<file path="config.mk">
export PLATFORM = sky130hd
export DESIGN_NAME = sbb_fifo
export DESIGN_NICKNAME = d
export VERILOG_FILES = /design/src/sv/sbb_pkg.sv /design/src/sv/sbb_fifo.sv
export VERILOG_INCLUDE_DIRS = /design/src /design/src/sv
export SDC_FILE = /design/constraint.sdc
export NUM_CORES = 1
export LEC_CHECK = 0
export BUFFER_PORTS_ARGS = -buffer_cell sky130_fd_sc_hd__buf_4
export CORE_MARGIN = 5
export CORE_UTILIZATION = 45
export DETAILED_ROUTE_END_ITERATION = 8
export MAX_ROUTING_LAYER = met4
export PLACE_DENSITY = 0.74
export SETUP_SLACK_MARGIN = 0.1
export SLEW_MARGIN = 25
export SYNTH_ARGS = -nofsm -noshare
export SYNTH_HDL_FRONTEND = slang
export SYNTH_SLANG_ARGS = --single-unit
</file>
<file path="constraint.sdc">
create_clock -name clk_i -period 9 [get_ports clk_i]
set_input_delay 1.35 -clock clk_i [delete_from_list [all_inputs] [get_ports clk_i]]
set_output_delay 1.35 -clock clk_i [all_outputs]
set_load 0.02 [all_outputs]
</file>
<file path="src/sv/assert_macros.svh">
// Assertion macros shared by the bounce unit's modules.
// Each use names a label, a property and a message; clk_i and rst_ni must exist.
`ifndef ASSERT_MACROS_SVH
`define ASSERT_MACROS_SVH

// Checks a property on every rising clock edge, not during reset.
`define SBB_ASSERT(name, prop, msg) \
  name: assert property (@(posedge clk_i) disable iff (!rst_ni) (prop)) else $error(msg);

// Checks that a condition in one cycle leads to a consequence in the next.
`define SBB_ASSERT_NEXT(name, ante, cons, msg) \
  `SBB_ASSERT(name, (ante) |=> (cons), msg)

`endif

</file>
<file path="src/sv/sbb_pkg.sv">
// Shared widths, types and constants of the segment ball bounce unit.
// Depends on nothing; every other file but the assertion header refers to it by scoped names.
package sbb_pkg;

  localparam int PosW      = 24;
  localparam int VelW      = 24;
  localparam int RadW      = 16;
  localparam int RestW     = 15;
  localparam int KickW     = 4;
  localparam int CfgIdxW   = 3;
  localparam int CfgDataW  = 24;

  localparam int DW        = 25;  // endpoint and offset differences
  localparam int ProdW     = 50;  // product of two differences
  localparam int VProdW    = 49;  // velocity times difference
  localparam int TW        = 50;  // tangential and normal dot products
  localparam int DotW      = 51;
  localparam int DdW       = 50;  // squared segment length
  localparam int CrW       = 50;  // magnitude of the cross product
  localparam int HalfW     = 25;
  localparam int RrW       = 32;
  localparam int Cr2W      = 100;
  localparam int RdW       = 82;
  localparam int EnW       = 66;  // restitution times normal part
  localparam int TdW       = 75;
  localparam int EdW       = 91;
  localparam int NumW      = 92;
  localparam int RemW      = 79;  // rounded numerator after dropping 14 bits
  localparam int QuoW      = 26;  // top bit flags a quotient that saturates
  localparam int KickMulW  = 19;
  localparam int KickStep  = 23040;  // 90 px/s in Q16.8

  localparam int QueueDepth  = 4;
  localparam int FrontLat    = 6;
  localparam int BackMathLat = 8;
  localparam int BackLat     = BackMathLat + QuoW;

  typedef enum logic [CfgIdxW-1:0] {
    CfgStartX = 3'd0,
    CfgStartY = 3'd1,
    CfgEndX   = 3'd2,
    CfgEndY   = 3'd3,
    CfgRest   = 3'd4,
    CfgKick   = 3'd5
  } cfg_idx_e;

  typedef struct packed {
    logic signed [PosW-1:0] start_x;
    logic signed [PosW-1:0] start_y;
    logic signed [PosW-1:0] end_x;
    logic signed [PosW-1:0] end_y;
    logic [RestW-1:0]       rest;
    logic [KickW-1:0]       kick;
  } cfg_t;

  // What the front hands to the back for one ball.
  typedef struct packed {
    logic                   hit;
    logic signed [VelW-1:0] vx;
    logic signed [VelW-1:0] vy;
    logic signed [DW-1:0]   dx;
    logic signed [DW-1:0]   dy;
    logic signed [TW-1:0]   t;
    logic signed [TW-1:0]   n;
    logic [DdW-1:0]         dd;
  } item_t;

  typedef struct packed {
    logic  push;
    item_t item;
  } push_t;

  typedef struct packed {
    logic  avail;
    item_t item;
  } head_t;

  typedef struct packed {
    logic                   hit;
    logic signed [VelW-1:0] vx;
    logic signed [VelW-1:0] vy;
  } side_t;

endpackage

</file>
<file path="src/sv/sbb_fifo.sv">
// Short queue of classified balls between the front and back pipelines.
// Depends on sbb_pkg for the word type.
`include "assert_macros.svh"
module sbb_fifo #(
  parameter int Depth = sbb_pkg::QueueDepth
) (
  input  logic            clk_i,
  input  logic            rst_ni,
  input  sbb_pkg::push_t  push_i,
  output logic            full_o,
  input  logic            pop_i,
  output sbb_pkg::head_t  head_o
);

  localparam int PtrW = (Depth > 1) ? $clog2(Depth) : 1;
  localparam int CntW = $clog2(Depth + 1);
  localparam logic [PtrW-1:0] PtrLast = PtrW'(Depth - 1);

  sbb_pkg::item_t  mem_q [Depth];
  logic [PtrW-1:0] wr_ptr_q, rd_ptr_q;
  logic [CntW-1:0] cnt_q;
  logic            empty;

  assign full_o = (cnt_q == CntW'(Depth));
  assign empty  = (cnt_q == '0);

  always_ff @(posedge clk_i or negedge rst_ni) begin
    if (!rst_ni) begin
      wr_ptr_q <= '0;
      rd_ptr_q <= '0;
      cnt_q    <= '0;
    end else begin
      if (push_i.push) begin
        wr_ptr_q <= (wr_ptr_q == PtrLast) ? '0 : wr_ptr_q + 1'b1;
      end
      if (pop_i) begin
        rd_ptr_q <= (rd_ptr_q == PtrLast) ? '0 : rd_ptr_q + 1'b1;
      end
      cnt_q <= cnt_q + CntW'(push_i.push) - CntW'(pop_i);
    end
  end

  always_ff @(posedge clk_i) begin
    if (push_i.push) begin
      mem_q[wr_ptr_q] <= push_i.item;
    end
  end

  assign head_o.avail = !empty;
  assign head_o.item  = mem_q[rd_ptr_q];

  `SBB_ASSERT(a_no_overflow, push_i.push |-> !full_o, "queue written while full")
  `SBB_ASSERT(a_no_underflow, pop_i |-> !empty, "queue read while empty")
  `SBB_ASSERT_NEXT(a_cnt_track, 1'b1, cnt_q == $past(cnt_q) + CntW'($past(push_i.push)) - CntW'($past(pop_i)), "queue count out of step")

endmodule

</file>
Yosys cells after proc, flatten, opt, wreduce, memory -nomap -nowiden

Memories as Yosys holds them, arrays and structs flattened.
Index checks and enable logic that the tools add are counted.

Register bits: 7
RAM bits: 996
Input bits: 253
Output and inout bits: 251
Word-level logic and storage cells: 17
Memories kept: 1

$add $sub $neg: 4
Eq/ne operators: 3
Multiplexer cells: 4
Reductions and logical operators: 2

Memory list:

| memory | words | width | rd ports | clocked after memory_dff | wr ports | line           | text |
|---|---|---|---|---|---|---|---|
| mem_q  | 4     | 249   | 1        | 0                        | 1        | sbb_fifo.sv:19 | `sbb_pkg::item_t mem_q [Depth];` |

Operators by type and width:

| operator            | number |
|---|---|
| $add 2x1->2 const B | 2 |
| $eq 2x2->1 const B  | 2 |
| $mux 2              | 2 |
| $add 3x1->3         | 1 |
| $eq 3x3->1 const B  | 1 |
| $logic_not 3->1     | 1 |
| $sub 3x1->3         | 1 |
| $mux 1              | 2 |
| $logic_not 1->1     | 1 |

Longest topological paths before layout

Word-level depth: 2
Mapped depth: 7

Least setup slack after synthesis

OpenSTA, ideal clock, no wires.

Kind: input to register
From: input port push_i[249] (netlist name)
To: memory mem_q[0][0] (netlist name), enable pin
Arrival: 6.980 ns
Slack: 1.380 ns
Stages on the path: 1
Path buffers: 0
Path through: and2_1

Word-level cells in the longest chain between the ends: 2

RTL lines:

| what                         | line           | text |
|---|---|---|
| from (decl)                  | sbb_fifo.sv:9  | `input sbb_pkg::push_t push_i,` |
| $mux 1                       | sbb_fifo.sv:44 | `if (push_i.push) begin` |
| $mux 1 (implied by the code) | sbb_fifo.sv:45 | `mem_q[wr_ptr_q] <= push_i.item;` |
| to (decl)                    | sbb_fifo.sv:19 |  |

Every way passes these cells.

==> reports/results.txt <==
Post-cts repair resize count - 0
Sw frac - 30.4%
NetSw - 4.60 mW
GRT Util Overall - 17.2%
Starting Density - 45.3%
Fin util - 55.6%
Filler Cells Inserted - 5794
Int Pwr - 10.5 mW
# placed instances - 2862
Initial antenna violation count - 10
Pleak - 15.1 nW
Sequential share of power - 41.2%
Via count - 16100
Final setup TNS - 0 ns
CP max FO - 76
Hold Crit Class - primary input to asynchronous set/reset pin
H-tree depth - 3
#FFs+latches synth - 1003
Required time worst endpoint - 7.65 ns
Syn_area_per_cell - 27.2 um^2
WL per Instance - 24.1 um
Final period util - 55.7%
First drt pass iteration count - 4
Mapped Nets - 1598
Setup crit start kind - flip-flop
Design area - 44600 um^2
Most frequent cells in the layout - edfxtp_1, buf_4, mux4_2, clkbuf_16, clkbuf_1
Final cell count without fillers - 3057
Sequential cell area - 30100 um^2
Vias in the first global route - 17300
Layout Nets - 2167
CP arrival - 3.66 ns
RSZ-0062 raised after global routing - false
DR iter-0 viols - 1065
Post-CTS Repair Setup Buffers - 0
CP peak stage delay - 0.71 ns
Die ar. - 86500 um^2
Worst-skew pair later-pin latency - 0.64 ns
Synth warn - 0
Fraction of layout cells with a size suffix above 1 - 46.4%
Clock tree buffer depth - 3
Placed cell area - 41300 um^2
Sink Count - 1003
Slowest-stage cell, CP - dfrtp_4
Final setup margin - 3.99 ns
Total congestion overflow - 0
Final setup vio count - 0
Multi-input logic area - 5830 um^2
Register area share after synthesis - 82.8%
Top Ports - 504
Clock power share - 26.8%
Worst hold margin - 0.506 ns
Detail Route Antenna Nets - 0
Core Rows - 104
Commonest non-fill, non-tap cell in the layout - edfxtp_1
Clock skew - 0.0263 ns
Time the worst path needs with I/O delays and setup - 5.01 ns
Worst vdd ir - 0.000297 V
CTS buffer count - 100
Clock slew at reported path FFs - 0.06 ns
First-pass GRT wire length - 109000 um
WL final - 73600 um
DR DRC count - 0
Outcome - complete, no violations
IO buf count - 503
Comb pwr share - 32.0%
Area growth syn-to-layout - 22.8%
Chip Width - 294 um
CTS tree - built
Die Height - 294 um
Max-slew violation count - 0
Hold Buf Count CTS - 0
Crit path capture type - primary output
F_max - 0.199 GHz
Largest net degree at the start of global routing - 135
Setup WS pre-CTS - 4.55 ns
PwrDens - 339 nW/um^2
DP Wirelength - 45200 um
Total power draw - 15.1 mW
Core ar. - 80300 um^2
Worst relative slew slack - 17.8%
Final Hold Violating Endpoints - 0
Synth Cell Area - 36300 um^2
Synth Instances - 1337
Library cells used by synthesis - 18
WS Path Type - flip-flop to primary output
Clock root cell - clkbuf_16
CP most frequent cell - buf_4
Routability cong. - 0.789
R2R cell count - 5
Max cap viols - 0
Worst-Margin Slew - 1.23 ns
CP cell instances - buf_4 > buf_12 > mux4_2 > buf_4
Drt via density - 5.28
-- registers in the layout, summed over array words and instances (netlist names) --
| signal | cells |
|---|---|
| rd_ptr_q | 2 |
| mem_q | 996 |
| wr_ptr_q | 2 |
| cnt_q | 3 |
-- Yosys cell counts --
cell type	number	area, um^2
edfxtp_1	996	29900
mux4_2	249	5610
buf_2	27	135
buf_6	22	248
clkbuf_1	7	26.3
dfrtp_1	7	175
ha_1	7	87.6
inv_1	6	22.5
and2_1	4	25.0
mux2_2	2	22.5
o21ai_0	2	10.0
xnor2_1	2	17.5
and3_1	1	6.26
fa_1	1	20.0
nand2_1	1	3.75
nor2_1	1	3.75
or3_1	1	6.26
or3b_2	1	8.76
-- power by group through the flow --
stage / Combinational [mW] / Clock [mW] / Sequential [mW]
after CTS: 4.93 / 4.16 / 6.25
final: 4.84 / 4.06 / 6.23
after detailed placement: 4.91 / 0 / 6.34
after global placement: 4.86 / 0 / 6.29
after floorplan: 3.15 / 0 / 6.38
after global routing: 5.13 / 4.38 / 6.29
-- routing by layer --
metal	GRT usage [%]	part of all wire, %
met1	21.3	37
met2	27.4	50
met3	5.75	9.2
met4	5.47	3.1
met5	-	0
-- path summary, 6_finish.rpt --
check                      slack, ns                      end                     from
setup / recovery                3.99              head_o[177]  rd_ptr_q[0]$_DFFE_PN0P_
hold / removal                  0.51       cnt_q[0]$_DFF_PN0_                   rst_ni
setup reg to reg                6.08  mem_q[0][136]$_DFFE_PP_  wr_ptr_q[0]$_DFFE_PN0P_
hold reg to reg                 0.61       cnt_q[2]$_DFF_PN0_       cnt_q[1]$_DFF_PN0_
max in group asynchronous       8.36  rd_ptr_q[1]$_DFFE_PN0P_                   rst_ni
min in group clk_i              0.61       cnt_q[2]$_DFF_PN0_       cnt_q[1]$_DFF_PN0_
-- kinds of logic after synthesis --
group                    after synthesis  share of synthesized area [%]
AO/OA/AOI/OAI                          2                         0.0275
XOR/XNOR                               2                         0.0482
adder cells (fa/ha/maj)                8                          0.296
buffers and inverters                 62                           1.19
flip-flops                          1003                           82.8
multiplexers                         251                           15.5
AND/OR/NAND/NOR                        9                          0.148
-- critical path: cells and delay by family (launching register included) --
kind     cells  cell delay (ns)
buf+inv      3             1.27
flops        1             0.71
mux          1             0.68
-- layout make-up --
class,instances,share of cell area (%)
timing repair buffer,523,9.08
sequential,1003,67.5
antenna,11,0.0617
clock buffer,125,5.92
clock inverter,57,1.39
multi-input combinational,272,13.1
inverter,6,0.0505
tap,1060,2.97
(Power assumes the default switching activity.)
